--- src/design/aps_pkg.sv ---
package aps_pkg;

	localparam int APS_NUM_SLOTS = 16;
	localparam int APS_TIME_BITS = 16;
	localparam int FIELD_W       = 16;
	localparam int PRIO_W        = 32;
	localparam int CFG_W         = 5;
	localparam int SLOT_FIELD_W  = 4;
	localparam logic [PRIO_W-1:0] RUN_STEP = PRIO_W'(1);
	localparam logic [PRIO_W-1:0] AGE_STEP = PRIO_W'(2);

	localparam logic CMD_LOAD = 1'b0;
	localparam logic CMD_TICK = 1'b1;

	typedef struct packed {
		logic [FIELD_W-1:0] arrival;
		logic [FIELD_W-1:0] remaining;
		logic [FIELD_W-1:0] burst;
		logic [PRIO_W-1:0]  prio;
	} slot_entry_t;

	typedef struct packed {
		logic               arrived;
		logic               busy;
		logic               better;
		logic [PRIO_W-1:0]  prio_eff;
		logic [PRIO_W-1:0]  prio_next;
		logic [FIELD_W-1:0] rem_next;
	} slot_eval_t;

	typedef enum logic [1:0] {
		ST_IDLE,
		ST_SCAN,
		ST_UPDATE,
		ST_FINISH
	} aps_state_t;

endpackage

--- src/design/aps_slot_eval.sv ---
module aps_slot_eval import aps_pkg::*; #(
	parameter int TIME_BITS = APS_TIME_BITS
) (
	input  slot_entry_t          entry,
	input  logic                 prio_valid,
	input  logic [TIME_BITS-1:0] cur_time,
	input  logic                 found,
	input  logic [PRIO_W-1:0]    best_prio,
	input  logic                 is_winner,
	output slot_eval_t           eval
);

	localparam int TW = (TIME_BITS > FIELD_W) ? TIME_BITS : FIELD_W;

	logic              arrived;
	logic              busy;
	logic [PRIO_W-1:0] prio_eff;
	logic [PRIO_W:0]   prio_sum;

	always_comb begin
		arrived  = TW'(entry.arrival) <= TW'(cur_time);
		busy     = entry.remaining != '0;
		// a slot never loaded reads as priority zero
		prio_eff = prio_valid ? entry.prio : '0;
		prio_sum = {1'b0, prio_eff} + {1'b0, (is_winner ? RUN_STEP : AGE_STEP)};

		eval.arrived   = arrived;
		eval.busy      = busy;
		eval.better    = arrived && busy && (!found || prio_eff > best_prio);
		eval.prio_eff  = prio_eff;
		eval.prio_next = prio_sum[PRIO_W] ? '1 : prio_sum[PRIO_W-1:0];
		eval.rem_next  = is_winner ? entry.remaining - FIELD_W'(1) : entry.remaining;
	end

endmodule

--- src/design/aging_priority_scheduler.sv ---
// Aging priority scheduler. A load beat (command 0) stores arrival time and burst length
// into a slot and clears its priority; it gives no result. A tick beat (command 1) gives
// one result: among the first num_processes slots that have arrived and still have work,
// the highest priority runs one unit (ties to the lowest slot), the runner gains 1, every
// other arrived slot gains 2, and time advances. Slot entries live in one single-port-read
// memory with a registered read, so a tick takes two passes over the active slots (pick,
// then age and write back). A result may wait at the output while further loads are taken;
// the next tick's result holds until the previous one is taken.
module aging_priority_scheduler import aps_pkg::*; #(
	parameter int NUM_SLOTS = APS_NUM_SLOTS,
	parameter int TIME_BITS = APS_TIME_BITS
) (
	input  logic                    clk,
	input  logic                    arst_n,

	input  logic                    cfg_wr_en,
	input  logic [CFG_W-1:0]        cfg_wr_data,

	input  logic                    in_valid,
	output logic                    in_ready,
	input  logic                    command,
	input  logic [SLOT_FIELD_W-1:0] slot,
	input  logic [FIELD_W-1:0]      arrival_time,
	input  logic [FIELD_W-1:0]      burst_length,

	output logic                    out_valid,
	input  logic                    out_ready,
	output logic                    ran_valid,
	output logic [SLOT_FIELD_W-1:0] ran_slot,
	output logic                    finished,
	output logic [FIELD_W-1:0]      completion_time,
	output logic [FIELD_W-1:0]      turnaround,
	output logic [FIELD_W-1:0]      waiting,
	output logic                    all_done
);

	localparam int SW = (NUM_SLOTS > 1) ? $clog2(NUM_SLOTS) : 1;
	localparam int CW = $clog2(NUM_SLOTS + 1);
	localparam int NW = (CW > CFG_W) ? CW : CFG_W;
	localparam int XW = ((SW > SLOT_FIELD_W) ? SW : SLOT_FIELD_W) + 1;
	localparam int TW = (TIME_BITS > FIELD_W) ? TIME_BITS : FIELD_W;

	aps_state_t state_q, state_d;

	logic [CFG_W-1:0]     num_procs_q;
	logic [TIME_BITS-1:0] time_q;
	logic [TIME_BITS-1:0] time_next;
	logic [CW-1:0]        n_active;

	slot_entry_t          slot_mem [NUM_SLOTS];
	slot_entry_t          rd_data_s1;
	logic                 rd_vld_s1;
	logic [SW-1:0]        rd_idx_s1;
	logic [NUM_SLOTS-1:0] pvalid_q;

	logic [CW-1:0]        cnt_q;
	logic                 found_q;
	logic [SW-1:0]        win_q;
	logic [PRIO_W-1:0]    best_prio_q;
	slot_entry_t          win_ent_q;
	logic [CW-1:0]        busy_cnt_q;

	logic                 out_valid_q;
	logic                 ran_valid_q;
	logic [SLOT_FIELD_W-1:0] ran_slot_q;
	logic                 finished_q;
	logic [FIELD_W-1:0]   completion_q;
	logic [FIELD_W-1:0]   turnaround_q;
	logic [FIELD_W-1:0]   waiting_q;
	logic                 all_done_q;

	logic                 issue;
	logic                 pass_end;
	logic                 fin_load;
	logic                 in_acc;
	logic                 slot_in_range;
	logic                 load_wr;
	logic                 upd_wr;
	logic                 wr_en;
	logic [SW-1:0]        wr_addr;
	slot_entry_t          wr_data;
	logic                 is_winner;
	slot_eval_t           ev;

	logic                 fin;
	logic [TW-1:0]        ct_w;
	logic [TW-1:0]        tat_w;
	logic [TW-1:0]        wt_w;
	logic                 done;

	aps_slot_eval #(
		.TIME_BITS (TIME_BITS)
	) u_eval (
		.entry      (rd_data_s1),
		.prio_valid (pvalid_q[rd_idx_s1]),
		.cur_time   (time_q),
		.found      (found_q),
		.best_prio  (best_prio_q),
		.is_winner  (is_winner),
		.eval       (ev)
	);

	always_comb begin
		n_active = (NW'(num_procs_q) > NW'(NUM_SLOTS)) ? CW'(NUM_SLOTS) : CW'(num_procs_q);
		time_next = (time_q == '1) ? time_q : time_q + TIME_BITS'(1);
		is_winner = found_q && (rd_idx_s1 == win_q);
		slot_in_range = XW'(slot) < XW'(NUM_SLOTS);
	end

	// sequencer
	always_comb begin
		state_d  = state_q;
		in_ready = 1'b0;
		issue    = 1'b0;
		pass_end = 1'b0;
		fin_load = 1'b0;
		case (state_q)
			ST_IDLE: begin
				in_ready = 1'b1;
				if (in_valid && command == CMD_TICK) state_d = ST_SCAN;
			end
			ST_SCAN: begin
				issue = cnt_q < n_active;
				if (!issue && !rd_vld_s1) begin
					pass_end = 1'b1;
					state_d  = ST_UPDATE;
				end
			end
			ST_UPDATE: begin
				issue = cnt_q < n_active;
				if (!issue && !rd_vld_s1) begin
					pass_end = 1'b1;
					state_d  = ST_FINISH;
				end
			end
			ST_FINISH: begin
				if (!out_valid_q || out_ready) begin
					fin_load = 1'b1;
					state_d  = ST_IDLE;
				end
			end
			default: state_d = ST_IDLE;
		endcase
	end

	// write port: loads in idle, priority write-back in the update pass
	always_comb begin
		in_acc  = in_valid && in_ready;
		load_wr = in_acc && command == CMD_LOAD && slot_in_range;
		upd_wr  = state_q == ST_UPDATE && rd_vld_s1 && ev.arrived;
		wr_en   = load_wr || upd_wr;
		if (load_wr) begin
			wr_addr           = SW'(slot);
			wr_data.arrival   = arrival_time;
			wr_data.remaining = (burst_length == '0) ? FIELD_W'(1) : burst_length;
			wr_data.burst     = (burst_length == '0) ? FIELD_W'(1) : burst_length;
			wr_data.prio      = '0;
		end else begin
			wr_addr           = rd_idx_s1;
			wr_data.arrival   = rd_data_s1.arrival;
			wr_data.remaining = ev.rem_next;
			wr_data.burst     = rd_data_s1.burst;
			wr_data.prio      = ev.prio_next;
		end
	end

	always_ff @(posedge clk) begin
		if (wr_en) slot_mem[wr_addr] <= wr_data;
		if (issue) begin
			rd_data_s1 <= slot_mem[cnt_q[SW-1:0]];
			rd_idx_s1  <= cnt_q[SW-1:0];
		end
	end

	// result of the tick
	always_comb begin
		fin   = found_q && win_ent_q.remaining == FIELD_W'(1);
		ct_w  = TW'(time_next);
		tat_w = ct_w - TW'(win_ent_q.arrival);
		wt_w  = (tat_w >= TW'(win_ent_q.burst)) ? tat_w - TW'(win_ent_q.burst) : '0;
		done  = busy_cnt_q == CW'(fin);
	end

	always_ff @(posedge clk or negedge arst_n) begin
		if (!arst_n) begin
			state_q     <= ST_IDLE;
			num_procs_q <= CFG_W'(1);
			time_q      <= '0;
			rd_vld_s1   <= 1'b0;
			pvalid_q    <= '0;
			cnt_q       <= '0;
			found_q     <= 1'b0;
			busy_cnt_q  <= '0;
			out_valid_q <= 1'b0;
		end else begin
			state_q   <= state_d;
			rd_vld_s1 <= issue;
			if (cfg_wr_en) num_procs_q <= cfg_wr_data;
			if (load_wr) pvalid_q[SW'(slot)] <= 1'b1;
			if (upd_wr) pvalid_q[rd_idx_s1] <= 1'b1;

			if (state_q == ST_IDLE || pass_end) cnt_q <= '0;
			else if (issue) cnt_q <= cnt_q + CW'(1);

			if (in_acc && command == CMD_TICK) begin
				found_q    <= 1'b0;
				busy_cnt_q <= '0;
			end else if (state_q == ST_SCAN && rd_vld_s1) begin
				if (ev.better) found_q <= 1'b1;
				if (ev.busy) busy_cnt_q <= busy_cnt_q + CW'(1);
			end

			if (fin_load) begin
				time_q      <= time_next;
				out_valid_q <= 1'b1;
			end else if (out_ready) begin
				out_valid_q <= 1'b0;
			end
		end
	end

	always_ff @(posedge clk) begin
		if (state_q == ST_SCAN && rd_vld_s1 && ev.better) begin
			win_q       <= rd_idx_s1;
			best_prio_q <= ev.prio_eff;
			win_ent_q   <= rd_data_s1;
		end
		if (fin_load) begin
			ran_valid_q  <= found_q;
			ran_slot_q   <= found_q ? SLOT_FIELD_W'(win_q) : '0;
			finished_q   <= fin;
			completion_q <= fin ? ct_w[FIELD_W-1:0] : '0;
			turnaround_q <= fin ? tat_w[FIELD_W-1:0] : '0;
			waiting_q    <= fin ? wt_w[FIELD_W-1:0] : '0;
			all_done_q   <= done;
		end
	end

	assign out_valid       = out_valid_q;
	assign ran_valid       = ran_valid_q;
	assign ran_slot        = ran_slot_q;
	assign finished        = finished_q;
	assign completion_time = completion_q;
	assign turnaround      = turnaround_q;
	assign waiting         = waiting_q;
	assign all_done        = all_done_q;

endmodule
--- config.mk ---
export PLATFORM = sky130hd
export DESIGN_NAME = aging_priority_scheduler
export DESIGN_NICKNAME = d
export VERILOG_FILES = /design/src/design/aps_pkg.sv /design/src/design/aps_slot_eval.sv /design/src/design/aging_priority_scheduler.sv
export SDC_FILE = /design/constraint.sdc
export NUM_CORES = 2
export LEC_CHECK = 0
export BUFFER_PORTS_ARGS = -buffer_cell sky130_fd_sc_hd__buf_4
export CAP_MARGIN = 20
export CORE_MARGIN = 5
export CORE_UTILIZATION = 45
export DETAILED_ROUTE_END_ITERATION = 7
export GPL_ROUTABILITY_DRIVEN = 0
export MAX_ROUTING_LAYER = met4
export PLACE_DENSITY = 0.71
export SLEW_MARGIN = 20
export SYNTH_ARGS = -nofsm -noshare
export SYNTH_HDL_FRONTEND = slang
export SYNTH_SLANG_ARGS = --single-unit
export TNS_END_PERCENT = 10
--- constraint.sdc ---
create_clock -name clk -period 11.82 [get_ports clk]
set_input_delay 0.591 -clock clk [delete_from_list [all_inputs] [get_ports clk]]
set_output_delay 0.591 -clock clk [all_outputs]
set_load 0.01 [all_outputs]
[Word-level counts from Yosys, hierarchy flattened]
Memories as Yosys holds them, arrays and structs flattened. A register that Yosys moved wholly into a read port is not among the register bits.
Index checks and enable logic that the tools add are counted.
Widths: inputs -> output; s select.
Word-level totals
  flip-flop bits (word level): 195
  bits in writable memories: 1280
  bits of input ports: 47
  output and inout bits: 57
  word-level logic and storage cells: 129
  memories: 1
Operators by class
  add/subtract/negate cells: 7
  magnitude comparators: 9
  eq/ne operators: 11
  mux-type cells: 40
  bitwise logic cells: 3
  reduce and logical (&&, ||, !) cells: 36
Memory list
  slot_mem: words 16, bits a word 80, rd ports 1, clocked after memory_dff 1, wr ports 1, RTL line aging_priority_scheduler.sv:50  | slot_entry_t slot_mem [NUM_SLOTS];
Operator list (count)
  $mux 16: 5
  $mux 80: 1
  $mux 32: 2
  $add 32x32->33: 1
  $gt 32x32->1: 1
  $or 16x16->16: 2
  $sub 16x16->16: 2
  $mux 5: 6
  $add 16x1->16 const B: 1
  $eq 16x1->1 const B: 1
  $eq 16x16->1 const B: 1
  $ge 16x16->1: 1
  $le 16x16->1: 1
  $logic_not 16->1: 1
  $mux 1: 16
  $reduce_bool 16->1: 1
  $sub 16x1->16 const B: 1
  $logic_and 1x1->1: 15
  $add 5x1->5 const B: 2
  $lt 4x5->1 const B: 2
  $mux 2: 5
  $reduce_bool 2->1: 5
  $demux 1 s4: 2
  $ge 4x1->1 const B: 2
  17 further kinds: 29

[Logic depth before layout (Yosys ltp)]
  depth in word-level cells: 9
  mapped depth: 23
  mapped depth without buffers: 22

[Modules after synthesis]
A second synthesis with hierarchy kept.
Unflattened totals
  cells, all modules: 3226
  area total of the unflattened synthesis: 63195.6 µm²
Modules (own cells, without submodules)
  aging_priority_scheduler: instances 1, cells each 2814, area each 60345.4 µm², seq. area each 46435.8 µm²
  aps_slot_eval: instances 1, cells each 412, area each 2850.2 µm², seq. area each 0.0 µm²

[Worst setup path after synthesis]
No wires, ideal clock.
  path type: register to register
  start point: reg rd_idx_s1[1]
  end point: reg best_prio_q[0] (enable)
  setup time: 0.647 ns
  arrival: 9.375 ns
  data required time: 11.173 ns
  slack: 1.798 ns
  cell stages (with the launch flop): 15
  path buffers: 3
  period minus slack after synthesis: 10.022 ns
  cell sequence: edfxtp_1 buf_2 mux4_1 mux4_2 buf_2 clkbuf_1 and2_1 ha_1 nand4_1 or3_1 nor2_1 o21ai_0 a31oi_1 a2111oi_0 nor3b_1
RTL lines
  start, declared: RTL line aging_priority_scheduler.sv:53  | logic [SW-1:0] rd_idx_s1;
  start signal, assigned: RTL line aging_priority_scheduler.sv:171  | rd_idx_s1 <= cnt_q[SW-1:0];
  end signal, assigned: RTL line aging_priority_scheduler.sv:225  | best_prio_q <= ev.prio_eff;
  end, declared: RTL line aging_priority_scheduler.sv:59  | logic [PRIO_W-1:0] best_prio_q;

[Final worst setup path]
  start point: reg time_q[0]
  end point: reg waiting_q[14] (netlist: waiting[14]) (data pin)
On the way
  longest elaborated chain between the ends: 5
  elaborated cells on any way between the ends: 7
  those cells by class: add/sub (3); order compare (1); eq/ne (1); mux (1); reduce/logical (1)
RTL lines
  start, declared: RTL line aging_priority_scheduler.sv:46  | logic [TIME_BITS-1:0] time_q;
  start signal, assigned: RTL line aging_priority_scheduler.sv:214  | time_q <= time_next;
  $add 16x1->16 or $eq 16x16->1 (tied branches): RTL line aging_priority_scheduler.sv:105  | time_next = (time_q == '1) ? time_q : time_q + TIME_BITS'(1);
  $mux 16 *: RTL line aging_priority_scheduler.sv:105
  $sub 16x16->16 *: RTL line aging_priority_scheduler.sv:179  | tat_w = ct_w - TW'(win_ent_q.arrival);
  net tat_w[10]: RTL line aging_priority_scheduler.sv:87  | logic [TW-1:0] tat_w;
  $ge 16x16->1: RTL line aging_priority_scheduler.sv:180  | wt_w = (tat_w >= TW'(win_ent_q.burst)) ? tat_w - TW'(win_ent_q.burst) : '0;
  $reduce_and 2->1 (no source line)
  end signal, assigned: RTL line aging_priority_scheduler.sv:234  | waiting_q <= fin ? wt_w[FIELD_W-1:0] : '0;
  end, declared: RTL line aging_priority_scheduler.sv:69  | logic [FIELD_W-1:0] waiting_q;
Mark *: on every way through the listed nets, which the timed path passes. The rest lies on a longest branch.
A chain may end at the register's enable or synchronous reset.

==> impl_metrics.csv <==
group,metric,value,unit
global_routing,grt_first_pass_wirelength,208400,um
yosys,syn_area,62630,um^2
critical_path,slowest_stage,"o21ai_2",
sta,fin_setup_tns,0,ns
floorplan,dieArea,146700,um^2
clock_tree,clk_pin_slew,0.06,ns
route,drt-initial-drc-count,3556,
critical_path,cp_cell_sequence,"ha_1, nand3_1, nor4_2, nand3_1, xnor2_1, ha_1, fa_1, nor2b_1, o21ai_0, a21boi_0, nor2_1, o31ai_1, xor2_1, ha_1, and3_1, nor2b_1, o41ai_1, o21ai_0, o21ai_2, nor2_1, mux2_2",
sta,hold_viol,0,
route,wl,140200,um
global_routing,busiest_layer,"met2",
sta,slew_headroom,25.30,%
yosys,synth_top_area_share,72.07,%
yosys,ys_types,74,
clock_tree,insertion_delay,0.77,ns
clock_tree,cts_buffers,149,
sta,fin_crit_sh,55.52,%
yosys,synthFlopType,"edfxtp_1",
clock_tree,clock_path_buffers,3,
sta,finalSetupViolations,0,
critical_path,cp_max_fo,16,
yosys,syn-mean-instance-area,20.00,um^2
clock_tree,clock-sinks,1555,
sta,finalClockSkew,0.03015,ns
final_layout,multiInputGateArea,15390,um^2
route,route.detailed.drc,0,
yosys,yosysMostFrequentCell,"edfxtp_1",
placed_design,hpwl,76070,um
floorplan,die_height,383.1,um
floorplan,coreArea,137800,um^2
sta,max_freq,152.4,MHz
yosys,yosysTopAreaCell,"edfxtp_1",
global_routing,track_usage,19.73,%
job,maxCapViolations,0,
yosys,synth_edf_count,1503,
route,drt.antenna.violating_nets,0,
floorplan,die_w,383.1,um
global_routing,antenna_found_initial,1,
yosys,synthTopCellsByCount,"edfxtp_1, mux4_2, nand2_1, nor2_1, inv_1",
clock_tree,ctsResizeCount,0,
yosys,yosysWarnings,0,
yosys,synth_cells,3131,
yosys,syn_nets,3274,
yosys,synth-seq-cells,1555,
clock_tree,cts_hold_buffers,1,
clock_tree,postCtsSetupBuffers,0,
route,wl_per_cell,26.68,um
yosys,yosys-top-cells-area,"edfxtp_1, mux4_2, dfrtp_1",
hold_path,hold_path_class,"in2reg",
global_routing,met2_usage,31.13,%
clock_tree,root_buffer,"clkbuf_16",
sta,worst_pin_slew,1.120,ns
critical_path,rrSetupSlack,5.26,ns
yosys,yosysSeqAreaShare,74.15,%
final_layout,area_growth_syn_to_layout,12.78,%
global_routing,grt_overflow_total,0,
route,vias,31030,
power,cellLeakagePower,22.99,nW
run_status,status,"finished clean",
final_layout,drive_gt1_share,24.37,%
global_routing,use_met3,3.605,%
critical_path,end_kind,"register",
critical_path,arrival,7.08,ns
sta,worst_slack,5.257,ns
critical_path,critPathMaxStageDelay,0.60,ns
global_routing,use_met1,26.76,%
power,power_density,253.8,nW/um^2
sta,finalMaxSlewViolations,0,
final_layout,final_nets,3480,
final_layout,fin_area,70630,um^2
placed_design,pre_cts_ws,5.078,ns
placed_design,io_buffers,103,
critical_path,startpoint_type,"register",
floorplan,core.rowCount,136,
critical_path,cp_top_family,"simple AND/OR/NAND/NOR gates",
final_layout,ff_latch_area,46450,um^2
floorplan,ios,104,
power,vdd_drop_max,0.1896,mV
critical_path,cp_common_cell,"ha_1",
critical_path,crit_type,"reg2reg",
placed_design,place_area,65830,um^2
sta,finalCriticalPeriod,6.563,ns
global_routing,grt_pass1_vias,31760,
clock_tree,h-tree-depth,4,
sta,rsz0062_at_grt,"false",
critical_path,crit_required,12.33,ns
sta,whs,0.05871,ns
final_layout,nFillCells,10600,
floorplan,start_util,45.44,%
clock_tree,cts_tree,"done",
yosys,ys_async_sr_fraction,3.344,%
route,first_pass_iters,7,
global_routing,grt_start_max_net_pins,66,
critical_path,worst-path-buf-inv,0,
route,vias_per_cell,5.906,
-- through the flow --
stage | util (%) | std cells | total power, W
3_5_place_dp | 47.76 | 4976 | 0.01335
2_1_floorplan | - | 3131 | 0.01172
3_3_place_gp | 47.76 | 4976 | 0.01322
6_report | 51.24 | 5254 | 0.01793
4_1_cts | 51.20 | 5250 | 0.01801
5_1_grt | 51.24 | 5254 | 0.01876
-- final timing paths --
check,from,cells after the start,end
hold / removal,cfg_wr_data[4],3,num_procs_q[4]
max in group asynchronous,arst_n,2,cnt_q[2]
setup reg to reg,time_q[0],21,waiting[14]
min in group asynchronous,arst_n,2,time_q[10]
hold reg to reg,rd_data_s1[64],0,win_ent_q[64]
setup / recovery,time_q[0],21,waiting[14]
-- layout make-up --
| cell class | instances | share of cell area (%) |
|---|---|---|
| Antenna cell | 1 | 0.003543 |
| Clock buffer | 188 | 5.667 |
| Clock inverter | 85 | 1.043 |
| Inverter | 113 | 0.6041 |
| Multi-Input combinational cell | 1335 | 21.79 |
| Sequential cell | 1555 | 65.77 |
| Tap cell | 1794 | 3.178 |
| Timing Repair Buffer | 183 | 1.949 |
-- logic make-up (layout without fill, tap and decap cells) --
| logic type | Yosys count | after routing | synth area share (%) |
|---|---|---|---|
| buffers and inverters | 241 | 569 | 1.546 |
| muxes | 419 | 419 | 14.82 |
| xor gates and xnor gates | 100 | 100 | 1.399 |
| and+or+nand+nor | 512 | 512 | 4.020 |
| AOI/OAI and AO/OA | 208 | 208 | 2.114 |
| DFF | 1555 | 1555 | 74.15 |
| other | 0 | 1 | 0 |
| adders and majority gates | 96 | 96 | 1.954 |
-- routing by layer --
metal  vias up  routed length, um
li1      13120                  -
met1     16300              56980
met2      1403              68740
met3       214              11100
met4         0               3342
met5         -                  0
-- flip-flops by register name (all words and copies together), names as in the netlist --
| name | cells |
|---|---|
| waiting | 16 |
| turnaround | 16 |
| completion_time | 16 |
| all_done | 1 |
| cnt_q | 5 |
| ran_slot | 4 |
| num_procs_q | 5 |
| slot_mem | 1280 |
| rd_idx_s1 | 4 |
| busy_cnt_q | 5 |
| best_prio_q | 32 |
| found_q | 1 |
| time_q | 16 |
| state_q | 2 |
| rd_data_s1 | 80 |
| ran_valid | 1 |
| rd_vld_s1 | 1 |
| win_ent_q | 48 |
| out_valid | 1 |
| win_q | 4 |
| finished | 1 |
| pvalid_q | 16 |
-- placed cells by master (no fill, tap or decap), types with 17 or more instances in the layout --
master,Yosys,layout
edfxtp_1,1503,1503
buf_4,0,180
and2_1,61,61
nor3_1,36,36
xor2_1,33,33
clkinv_1,0,32
clkinv_2,0,24
dfrtp_1,51,47
mux4_2,402,402
a21oi_1,71,66
ha_1,93,93
nor2_1,125,108
clkbuf_16,0,155
xnor2_1,67,67
nand4_1,30,30
nand2_1,159,159
o21ai_0,44,44
nor2_4,0,17
nand3_1,27,27
inv_1,112,111
clkbuf_1,80,33
-- where the power goes --
part	total, W	internal, W	leakage (nW)	switching (W)
logic	0.00507	0.00197	6.34	0.00311
clock network	0.00464	0.00263	2.31	0.00201
registers	0.00821	0.00779	14.3	0.000423
-- worst min-delay path, delay by kind of cell --
family	cells	cell delay [ns]
buffers and inverters	1	0.08
AOI/OAI and AO/OA	1	0.06
and+or+nand+nor	1	0.04
No activity file was read; power rests on OpenSTA's default activity.
